## src/rtl/gddn_pkg.sv

```systemverilog
// Shared constants, types and calendar tables for the Gregorian date to
// Julian day number pipeline. No dependencies.
`timescale 1ns / 1ps

package gddn_pkg;

    // Width of the signed year input. Valid range is 12 to 32.
    localparam int YEAR_BITS = 19;
    // Width of the signed day number result.
    localparam int JDN_BITS = 28;
    // Julian day number of January 0, year 0.
    localparam int JDN_JAN0_YEAR0 = 1721059;

    localparam logic [1:0] STATUS_OK        = 2'd0;
    localparam logic [1:0] STATUS_BAD_MONTH = 2'd1;
    localparam logic [1:0] STATUS_BAD_DAY   = 2'd2;

    // Century split of a year: floor(year / 100) and a flag that is set when
    // the year is not a whole multiple of 100.
    typedef struct packed {
        logic signed [YEAR_BITS-5:0] q100;
        logic                        nz;
    } cent_t;

    // Days of the common year before the first of the month (index 0 is January).
    function automatic logic [8:0] days_before_month(input logic [3:0] mi);
        logic [8:0] d;
        case (mi)
            4'd0:    d = 9'd0;
            4'd1:    d = 9'd31;
            4'd2:    d = 9'd59;
            4'd3:    d = 9'd90;
            4'd4:    d = 9'd120;
            4'd5:    d = 9'd151;
            4'd6:    d = 9'd181;
            4'd7:    d = 9'd212;
            4'd8:    d = 9'd243;
            4'd9:    d = 9'd273;
            4'd10:   d = 9'd304;
            4'd11:   d = 9'd334;
            default: d = 9'd0;
        endcase
        return d;
    endfunction

    // Length of the month in a common year (index 0 is January).
    function automatic logic [4:0] month_length(input logic [3:0] mi);
        logic [4:0] l;
        case (mi)
            4'd1:    l = 5'd28;
            4'd3:    l = 5'd30;
            4'd5:    l = 5'd30;
            4'd8:    l = 5'd30;
            4'd10:   l = 5'd30;
            default: l = 5'd31;
        endcase
        return l;
    endfunction

endpackage

```

## src/rtl/gddn_cent_div.sv

```systemverilog
// Three-stage floor division of a signed year by 100 using a reciprocal
// multiply and one correction step. Depends on gddn_pkg.
`timescale 1ns / 1ps

module gddn_cent_div
    import gddn_pkg::*;
(
    input  logic                        clk,
    input  logic signed [YEAR_BITS-1:0] year,
    output cent_t                       cent
);

    localparam int VW = YEAR_BITS - 1;
    localparam int QW = YEAR_BITS - 5;
    // Offset in units of 25 that makes floor(year / 4) non-negative.
    localparam longint OFS_M = (64'sd2 ** (YEAR_BITS - 3) + 64'sd24) / 64'sd25;
    localparam longint RECIP = (64'sd2 ** VW) / 64'sd25;
    localparam logic [QW-1:0] RECIP_W = QW'(RECIP);

    // Stage 1: biased quarter year.
    logic signed [YEAR_BITS:0] quarter;
    logic [YEAR_BITS:0]        biased;
    logic [VW-1:0]             v_reg;
    logic [1:0]                ylo_reg;

    assign quarter = (YEAR_BITS+1)'(year >>> 2);
    assign biased  = quarter + (YEAR_BITS+1)'(OFS_M * 64'sd25);

    always_ff @(posedge clk)
    begin
        v_reg   <= biased[VW-1:0];
        ylo_reg <= year[1:0];
    end

    // Stage 2: estimate of the quotient by 25, low by at most one.
    logic [VW+QW-1:0] prod;
    logic [QW-1:0]    q0_reg;
    logic [5:0]       v6_reg;
    logic [1:0]       ylo2_reg;

    assign prod = (VW+QW)'(v_reg) * (VW+QW)'(RECIP_W);

    always_ff @(posedge clk)
    begin
        q0_reg   <= prod[VW+QW-1:VW];
        v6_reg   <= v_reg[5:0];
        ylo2_reg <= ylo_reg;
    end

    // Stage 3: the remainder stays below 50, so six bits and one compare fix it.
    logic [11:0]          m25;
    logic [5:0]           r0;
    logic                 hi;
    logic [QW-1:0]        q;
    logic                 rr_nz;
    logic signed [QW:0]   q100;
    cent_t                cent_next;
    cent_t                cent_reg;

    assign m25   = 12'(q0_reg[5:0]) * 12'd25;
    assign r0    = v6_reg - m25[5:0];
    assign hi    = (r0 >= 6'd25);
    assign q     = q0_reg + QW'(hi);
    assign rr_nz = hi ? (r0 != 6'd25) : (r0 != 6'd0);
    assign q100  = signed'({1'b0, q}) - signed'((QW+1)'(OFS_M));

    always_comb
    begin
        cent_next.q100 = q100;
        cent_next.nz   = rr_nz || (ylo2_reg != 2'd0);
    end

    always_ff @(posedge clk)
    begin
        cent_reg <= cent_next;
    end

    assign cent = cent_reg;

endmodule

```

## src/rtl/gregorian_date_to_day_number_top.sv

```systemverilog
// Gregorian date to Julian day number: five-stage pipeline, one request per cycle.
// Throughput: one request per clock; busy is low in every cycle after reset.
// Reset (rst_n, asynchronous, active low) clears the valid pipeline and holds busy.
// The receiver cannot stall, so results leave on done without any hold-off.
// Depends on gddn_pkg and gddn_cent_div.
`timescale 1ns / 1ps

module gregorian_date_to_day_number_top
    import gddn_pkg::*;
(
    input  logic                        clk,
    input  logic                        rst_n,
    input  logic                        start,
    output logic                        busy,
    input  logic signed [YEAR_BITS-1:0] year,
    input  logic [3:0]                  month,
    input  logic [5:0]                  day,
    output logic                        done,
    output logic signed [JDN_BITS-1:0]  julian_day_number,
    output logic [1:0]                  status
);

    localparam int JW = JDN_BITS;

    // Per-request data that rides along the pipeline while the century split
    // of the year is worked out in gddn_cent_div.
    typedef struct packed {
        logic [JW-1:0] base;      // 365 * year + floor((year + 3) / 4), wrapped
        logic [8:0]    doy;       // days before the month plus the day
        logic [4:0]    mlen;      // common-year month length
        logic [5:0]    day;
        logic          is_feb;
        logic          after_feb;
        logic          month_ok;
        logic          y_div4;
    } stage_t;

    logic   acc;
    logic   busy_reg;
    logic   v1_reg, v2_reg, v3_reg, v4_reg, done_reg;
    stage_t s1_next, s1_reg, s2_reg, s3_reg;
    cent_t  cent;

    assign acc  = start && !busy_reg;
    assign busy = busy_reg;

    // Busy only covers reset; afterwards a request is taken every cycle.
    always_ff @(posedge clk or negedge rst_n)
    begin
        if (!rst_n)
        begin
            busy_reg <= 1'b1;
            v1_reg   <= 1'b0;
            v2_reg   <= 1'b0;
            v3_reg   <= 1'b0;
            v4_reg   <= 1'b0;
            done_reg <= 1'b0;
        end
        else
        begin
            busy_reg <= 1'b0;
            v1_reg   <= acc;
            v2_reg   <= v1_reg;
            v3_reg   <= v2_reg;
            v4_reg   <= v3_reg;
            done_reg <= v4_reg;
        end
    end

    // Stage 1: the linear part of the year count and the month lookups.
    // All day sums are taken modulo 2**JW, which matches the wrapped result.
    logic signed [YEAR_BITS:0] yp3;
    logic [3:0]                mi;

    assign yp3 = (YEAR_BITS+1)'(year) + (YEAR_BITS+1)'(3);
    assign mi  = month - 4'd1;

    always_comb
    begin
        s1_next.base      = JW'(year) * JW'(365) + JW'(yp3 >>> 2);
        s1_next.doy       = days_before_month(mi) + 9'(day);
        s1_next.mlen      = month_length(mi);
        s1_next.day       = day;
        s1_next.is_feb    = (month == 4'd2);
        s1_next.after_feb = (month > 4'd2);
        s1_next.month_ok  = (month >= 4'd1) && (month <= 4'd12);
        s1_next.y_div4    = (year[1:0] == 2'd0);
    end

    gddn_cent_div u_cent_div (
        .clk  (clk),
        .year (year),
        .cent (cent)
    );

    // Stages 1 to 3 only carry the payload until the century split is ready.
    always_ff @(posedge clk)
    begin
        s1_reg <= s1_next;
        s2_reg <= s1_reg;
        s3_reg <= s2_reg;
    end

    // Stage 4: leap year rule, century corrections and the status code.
    // With q = floor(year / 100) and nz set when year is not a multiple of 100,
    // floor((year + 99) / 100) = q + nz and
    // floor((year + 399) / 400) = floor(q / 4) + (nz or q not a multiple of 4).
    logic signed [YEAR_BITS-5:0] q100;
    logic [1:0]                  q_lo;
    logic                        leap;
    logic [JW-1:0]               fl100;
    logic [JW-1:0]               fl400;
    logic [5:0]                  mlen_eff;
    logic [JW-1:0]               corr_next;
    logic [1:0]                  status_next;
    logic [JW-1:0]               corr_reg;
    logic [JW-1:0]               base4_reg;
    logic                        month_ok4_reg;
    logic [1:0]                  status4_reg;

    assign q100     = signed'(cent.q100);
    assign q_lo     = q100[1:0];
    assign leap     = s3_reg.y_div4 && (cent.nz || (q_lo == 2'd0));
    assign fl100    = JW'(q100) + JW'(cent.nz);
    assign fl400    = JW'(q100 >>> 2) + JW'(cent.nz || (q_lo != 2'd0));
    assign mlen_eff = 6'(s3_reg.mlen) + 6'(leap && s3_reg.is_feb);

    assign corr_next = fl400 - fl100 + JW'(leap && s3_reg.after_feb)
                     + JW'(s3_reg.doy) + JW'(JDN_JAN0_YEAR0);

    always_comb
    begin
        if (!s3_reg.month_ok)
        begin
            status_next = STATUS_BAD_MONTH;
        end
        else if ((s3_reg.day == 6'd0) || (s3_reg.day > mlen_eff))
        begin
            status_next = STATUS_BAD_DAY;
        end
        else
        begin
            status_next = STATUS_OK;
        end
    end

    always_ff @(posedge clk)
    begin
        corr_reg      <= corr_next;
        base4_reg     <= s3_reg.base;
        month_ok4_reg <= s3_reg.month_ok;
        status4_reg   <= status_next;
    end

    // Stage 5: final sum; a bad month reports a day number of zero.
    logic [JW-1:0] jdn_next;
    logic [JW-1:0] jdn_reg;
    logic [1:0]    status_reg;

    assign jdn_next = month_ok4_reg ? (base4_reg + corr_reg) : '0;

    always_ff @(posedge clk)
    begin
        jdn_reg    <= jdn_next;
        status_reg <= status4_reg;
    end

    assign done              = done_reg;
    assign julian_day_number = signed'(jdn_reg);
    assign status            = status_reg;

    // Every result strobe is matched by a request that was taken.
    assert property (@(posedge clk) disable iff (!rst_n)
        done |-> $past(acc, 5))
        else $error("result strobe without a matching request");

    // A bad month always reports a zero day number.
    assert property (@(posedge clk) disable iff (!rst_n)
        (done && (status == STATUS_BAD_MONTH)) |-> (julian_day_number == '0))
        else $error("bad month with nonzero day number");

    // The status code never takes the unused value.
    assert property (@(posedge clk) disable iff (!rst_n)
        done |-> ((status == STATUS_OK) || (status == STATUS_BAD_MONTH)
                  || (status == STATUS_BAD_DAY)))
        else $error("undefined status code");

    // The century correction stage only sees a valid request (v3_reg) where one
    // was taken and passed along v1_reg and v2_reg.
    assert property (@(posedge clk) disable iff (!rst_n)
        v3_reg |-> $past(acc, 3))
        else $error("valid bit out of step with the century divider");

endmodule

```

## config.mk

```make
export PLATFORM = sky130hd
export DESIGN_NAME = gregorian_date_to_day_number_top
export DESIGN_NICKNAME = d
export VERILOG_FILES = /design/src/rtl/gddn_pkg.sv /design/src/rtl/gddn_cent_div.sv /design/src/rtl/gregorian_date_to_day_number_top.sv
export SDC_FILE = /design/constraint.sdc
export NUM_CORES = 1
export LEC_CHECK = 0
export BUFFER_PORTS_ARGS = -buffer_cell sky130_fd_sc_hd__buf_2
export CAP_MARGIN = 30
export CORE_MARGIN = 4
export CORE_UTILIZATION = 30
export DETAILED_ROUTE_END_ITERATION = 10
export SYNTH_ARGS = -nofsm -noshare
export SYNTH_HDL_FRONTEND = slang
export SYNTH_SLANG_ARGS = --single-unit
export TNS_END_PERCENT = 30
```

## constraint.sdc

```tcl
create_clock -name clk -period 12.6 [get_ports clk]
set_input_delay 2.52 -clock clk [delete_from_list [all_inputs] [get_ports clk]]
set_output_delay 2.52 -clock clk [all_outputs]
set_load 0.05 [all_outputs]
```

==> flow_summary_export.csv, run 1 <==
group,metric,value,unit
status,status,"completed",
finish,syn_to_final_growth,11.9,%
timing,hold_viol,0,
timing,finalSetupTns,0,ns
worst_hold_path,min_to,"s2_reg[18]$_DFF_P_",
worst_setup_path,end_kind,"register",
worst_setup_path,r2r_slack,6.26,ns
cts,ctsHoldBuffers,0,
grt,grt_pass1_vias,13724,
drt,routedWlPerCell,13.6,um
synthesis,synth_area_leader_cell,"dfxtp_1",
cts,clock-sinks,290,
drt,drc,0,
worst_setup_path,cp_slowest_cell,"fa_1",
synthesis,synth_top_area_share,28.6,%
grt,top_usage_layer,"met2",
timing,max_freq,141,MHz
worst_setup_path,critical_path_arrival,7.55,ns
grt,overflow,0,
timing,rsz0062_at_grt,"false",
synthesis,seq_area_frac_synth,29.4,%
synthesis,async_flop_share,2.07,%
timing,period_needed,7.12,ns
drt,vias,12867,
synthesis,syn-instance-count,1934,
cts,clkLatencyLatePin,0.55,ns
worst_setup_path,timing.rr.start,"u_cent_div.v_reg[5]$_DFF_P_",
worst_setup_path,cpMostUsedCell,"fa_1",
grt,met3_usage,2.17,%
synthesis,synth_edf_count,0,
synthesis,ys_seq_elements,290,
run,drv_cap,0,
grt,grt_pass1_wl,67300,um
grt,use_met1,14.9,%
die,die_w,265,um
finish,drive_gt1_share,7.39,%
timing,period_share,56.5,%
drt,antenna_left,0,
placement,hpwl,33800,um
worst_setup_path,max_stage_delay,0.54,ns
placement,gp_congestion,0.894,
die,die-area,70300,um^2
synthesis,syn-num-nets,2468,
worst_setup_path,crit_path_max_fanout,7,
timing,relSlewSlack,48.2,%
worst_hold_path,hold_path_depth,0,
timing,skew,0.0154,ns
worst_hold_path,min_path_type,"reg2reg",
synthesis,synth_top_cells_by_area,"dfxtp_1 (29%), ha_1 (20%), fa_1 (19%), inv_1 (7.3%), xnor2_1 (4.1%)",
timing,slew_violations,0,
finish,multi_input_area,12500,um^2
die,fp.dieH,265,um
cts,ctsHtreeMaxLevel,1,
drt,first_iter_violations,611,
cts,cts_made_buffers,30,
grt,grt_max_degree,29,
worst_setup_path,cp.required,13.03,ns
synthesis,ys_types,88,
timing,finalSetupViolations,0,
finish,regArea,5840,um^2
grt,grt_use_total,11.4,%
placement,portBuffers,63,
grt,met2_usage,19.6,%
synthesis,synth.yosys.warnings,0,
worst_setup_path,rr_endpoint,"u_cent_div.q0_reg[13]$_DFF_P_",
cts,cts_buffer_depth,3,
worst_setup_path,rr_worst_depth,21,
synthesis,avgSynthCellArea,10.3,um^2
cts,path_clk_slew,0.06,ns
die,core-area,65600,um^2
drt,dr.pass1.iters,7,
cts,cts_tree,"yes",
finish,final_nets,2541,
worst_setup_path,startpoint_type,"input pin",
synthesis,synth_ff_type,"dfxtp_1",
worst_setup_path,path_cells,"buf_2 > ha_1 > a21o_1 > nand2_1 > nor2_1 > nand2_1 > nor2_1 > xnor2_1 > fa_1 > fa_1 > fa_1 > inv_1 > ha_1 > a21o_1 > a21oi_1 > o21ai_0 > o21ai_0 > a41oi_2 > o2111ai_1 > or3b_1",
cts,cts-root-buf,"clkbuf_16",
die,fp-row-count,94,
synthesis,synth_area,19900,um^2
worst_setup_path,crit_type,"in2reg",
timing,tightest_slew,0.772,ns
cts,cts_resized,0,
grt,antenna_found_initial,8,
drt,via_per_inst,4.44,
drt,wl,39400,um
finish,nFillCells,6607,
cts,post_cts.repair.setup_buffers,0,
die,pin_count,64,
die,initial_core_util,30.2,%
worst_hold_path,min-delay-start,"s1_reg[18]$_DFF_P_",
## layout by cell type, fill, tap and decap left out, types with 5 or more instances in the layout
cell type and n:
o21bai_1 16, ha_1 316, a31oi_1 8, xnor2_1 93
nand2b_1 12, nor3_1 34, o211ai_1 5, clkbuf_8 8
and2_1 11, nand2_1 77, dfrtp_1 5, and3_1 11
clkbuf_16 31, nand3_1 40, o21a_1 9, nand4_1 17
nor2b_1 14, o21ai_1 10, nor3b_1 6, o2111ai_1 7
o21ai_0 37, xor2_1 41, a211oi_1 11, nor4_1 7
a21oi_1 71, dfxtp_1 284, fa_1 186, a211o_1 5
mux2i_1 7, or3_1 13, a21o_1 25, buf_2 63
nor2_1 70, inv_1 384
## worst max-delay path by stage
stage                 start                  to  slack (ns)  cells after the start
floorplan           year[9]  s1_reg[51]$_DFF_P_        5.48                     17
global placement    year[1]  s1_reg[50]$_DFF_P_        5.06                     21
detailed placement  year[2]  s1_reg[50]$_DFF_P_        4.95                     20
CTS                 year[2]  s1_reg[50]$_DFF_P_        5.54                     20
global route        year[2]  s1_reg[50]$_DFF_P_        5.12                     20
finish              year[2]  s1_reg[50]$_DFF_P_        5.48                     20
## synth_stat cells, types with 12 or more instances
cell type and n:
nand4_1 17, a21o_1 25, inv_1 384, fa_1 186, nand2b_1 12, o21bai_1 16
or3_1 13, a21oi_1 71, nor2_1 70, nand2_1 77, clkbuf_1 15, dfxtp_1 284
xor2_1 41, o21ai_0 37, nor2b_1 14, nor3_1 34, ha_1 316, xnor2_1 93
nand3_1 40
## metrics by stage
stage | cells | utilization [%] | instance area [um^2] | setup WS (ns) | hold slack (ns)
after CTS | 2894 | 33.8 | 22200 | 5.54 | 0.323
after global placement | 2839 | 32.2 | 21100 | 5.06 | 0.310
after global routing | 2894 | 33.8 | 22200 | 5.12 | 0.329
final | 2897 | 33.8 | 22200 | 5.48 | 0.323
after floorplan | 1934 | - | 19900 | 5.48 | 0.310
after detailed placement | 2839 | 32.2 | 21100 | 4.95 | 0.312
## logic make-up (layout without fill, tap and decap cells)
logic type      count (synthesis)  after routing  synth area share [%]
compound gates                256            256                  9.09
buf+inv                       408            504                  7.83
flops                         290            290                  29.4
fa+ha+maj                     502            502                  38.7
mux                             8              8                 0.410
xor+xnor                      135            135                  5.99
other cells                     1              4                0.0189
simple gates                  334            334                  8.57
## routing by layer
metal  wire (um)  vias to the layer above
met3        1830                       59
met4         890                        6
met1       18400                     6133
met5          54                        -
li1            -                     6472
met2       18200                      197
## layout make-up
type                    instances  area share, %
clock buffers                  40           4.01
clock inverters                15          0.744
flip-flops and latches        290           26.3
multi-input cells            1236           56.1
inverters                     385           6.51
well taps                     864           4.87
diodes                          3         0.0338
repair buffers                 64           1.45
## worst max-delay path: cells and delay by family
kind / cells / cell delay, ns
simple gates: 5 / 1.18
buf+inv: 2 / 0.24
fa+ha+maj: 5 / 2.07
xor+xnor: 1 / 0.17
compound gates: 7 / 1.37
Power of run 1 is not shown: default switching activity piles up to over one toggle a cycle in this logic, so the estimate is an artifact.
==> run 2, diff against run 1 <==
clock period = 6.5 ns   (was 12.6 ns; I/O delays follow)
==> flow_summary_export.csv, run 2 (synthesized netlist as in run 1, its figures left out) <==
group,metric,value,unit
status,status,"completed",
die,core-area,65600,um^2
worst_setup_path,critPathTopFamily,"adder cells",
timing,relSlewSlack,48.1,%
finish,final_nets,2556,
worst_setup_path,end_kind,"register",
die,pin_count,64,
finish,nFillCells,6641,
timing,period_share,91.3,%
cts,clkLatencyLatePin,0.57,ns
cts,cts_buffer_depth,3,
die,initial_core_util,30.2,%
finish,final_cell_mix,"inv_1 (384), ha_1 (316), dfxtp_1 (284)",
worst_hold_path,min_path_type,"reg2reg",
grt,grt_use_total,11.5,%
cts,ctsHtreeMaxLevel,1,
finish,regArea,5840,um^2
worst_setup_path,crit_type,"reg2reg",
grt,use_met1,15.3,%
finish,multi_input_area,12500,um^2
drt,antenna_left,0,
worst_setup_path,cpMostUsedCell,"inv_1",
cts,cts_resized,0,
run,drv_cap,0,
grt,top_usage_layer,"met2",
finish,stdcell_area,22400,um^2
grt,overflow,0,
timing,rsz0062_at_grt,"false",
placement,gp_congestion,0.875,
worst_setup_path,critical_path_arrival,6.44,ns
grt,antenna_found_initial,8,
grt,grt_pass1_wl,67700,um
timing,tightest_slew,0.774,ns
timing,finalSetupViolations,0,
worst_setup_path,crit_path_max_fanout,5,
placement,post_dp_cell_area,21200,um^2
placement,portBuffers,63,
worst_setup_path,path_cells,"inv_1 > fa_1 > inv_1 > ha_1 > inv_1 > fa_1 > inv_1 > fa_1 > fa_1 > inv_1 > fa_1 > inv_1 > ha_1 > a211oi_1 > o21ai_1 > a211oi_1 > o21a_1 > o211a_1 > o21ai_0 > a2111oi_0 > a211o_1",
finish,syn_to_final_growth,12.8,%
cts,clock-sinks,290,
worst_setup_path,critPathBufInv,6,
drt,drc,0,
cts,path_clk_slew,0.06,ns
cts,post_cts.repair.setup_buffers,0,
grt,grt_pass1_vias,13537,
drt,dr.pass1.iters,4,
drt,vias,12805,
worst_setup_path,cp.required,7.01,ns
worst_setup_path,startpoint_type,"register",
drt,first_iter_violations,473,
cts,cts_made_buffers,31,
drt,via_per_inst,4.39,
timing,slew_violations,0,
finish,drive_gt1_share,8.11,%
worst_setup_path,max_stage_delay,0.54,ns
grt,met3_usage,2.04,%
timing,period_needed,5.94,ns
drt,routedWlPerCell,13.7,um
timing,hold_viol,0,
die,die_w,265,um
cts,ctsHoldBuffers,0,
timing,skew,0.0184,ns
placement,hpwl,33800,um
die,fp.dieH,265,um
worst_setup_path,cp_slowest_cell,"fa_1",
timing,finalSetupTns,0,ns
drt,wl,39900,um
cts,cts_tree,"yes",
grt,grt_max_degree,29,
timing,max_freq,168,MHz
finish,final_common_cell,"inv_1",
die,fp-row-count,94,
cts,cts-root-buf,"clkbuf_16",
die,die-area,70300,um^2
grt,met2_usage,19.8,%
==> run 2: changes by cell type in the layout (fill, tap and decap cells not counted), sizes merged <==
cell      before  now
clkinv         6   13
bufinv         2    5
clkinvlp       4    2
clkbuf        40   35
buf           64   78
==> run 2: cell type report <==
type | count | share of cell area, %
multi-input cells | 1236 | 55.7
flip-flops and latches | 290 | 26.1
inverters | 385 | 6.46
well taps | 864 | 4.83
clock buffers | 35 | 3.67
repair buffers | 78 | 1.91
clock inverters | 23 | 1.37
diodes | 3 | 0.0335
==> run 2: worst register-to-register path, delay by kind of cell (launching register included) <==
| kind | cells | cell delay [ns] |
|---|---|---|
| AOI/OAI and AO/OA | 8 | 2.06 |
| adders and majority gates | 7 | 2.85 |
| DFF | 1 | 0.52 |
| buffers and inverters | 6 | 0.45 |
==> run 2: through the flow <==
step                worst slack (ns)  utilization [%]  hold slack [ns]  std cells
global route                  0.0769             34.1            0.312       2911
detailed placement             0.208             32.4            0.312       2853
floorplan                      0.599                -            0.310       1934
CTS                            0.588             34.1            0.306       2911
finish                         0.563             34.1            0.315       2914
global placement               0.221             32.4            0.310       2853
==> run 2: path summary, 6_finish.rpt <==
path	cells after the start	end	from	slack (ns)
min	0	base4_reg[3]$_DFF_P_	s3_reg[27]$_DFF_P_	0.32
max in group asynchronous	1	busy$_DFF_PN1_	rst_n	5.75
max reg2reg	21	u_cent_div.q0_reg[13]$_DFF_P_	u_cent_div.v_reg[7]$_DFF_P_	0.56
min in group asynchronous	1	v2_reg$_DFF_PN0_	rst_n	0.54
min reg2reg	0	base4_reg[3]$_DFF_P_	s3_reg[27]$_DFF_P_	0.32
max	21	u_cent_div.q0_reg[13]$_DFF_P_	u_cent_div.v_reg[7]$_DFF_P_	0.56
==> run 2: routing by layer <==
| layer | wire, um | part of all wire [%] |
|---|---|---|
| met5 | 34 | 0.085 |
| met4 | 678 | 1.7 |
| met3 | 1830 | 4.6 |
| met2 | 18700 | 47 |
| met1 | 18600 | 47 |
Power of run 2 is left out for the same reason.
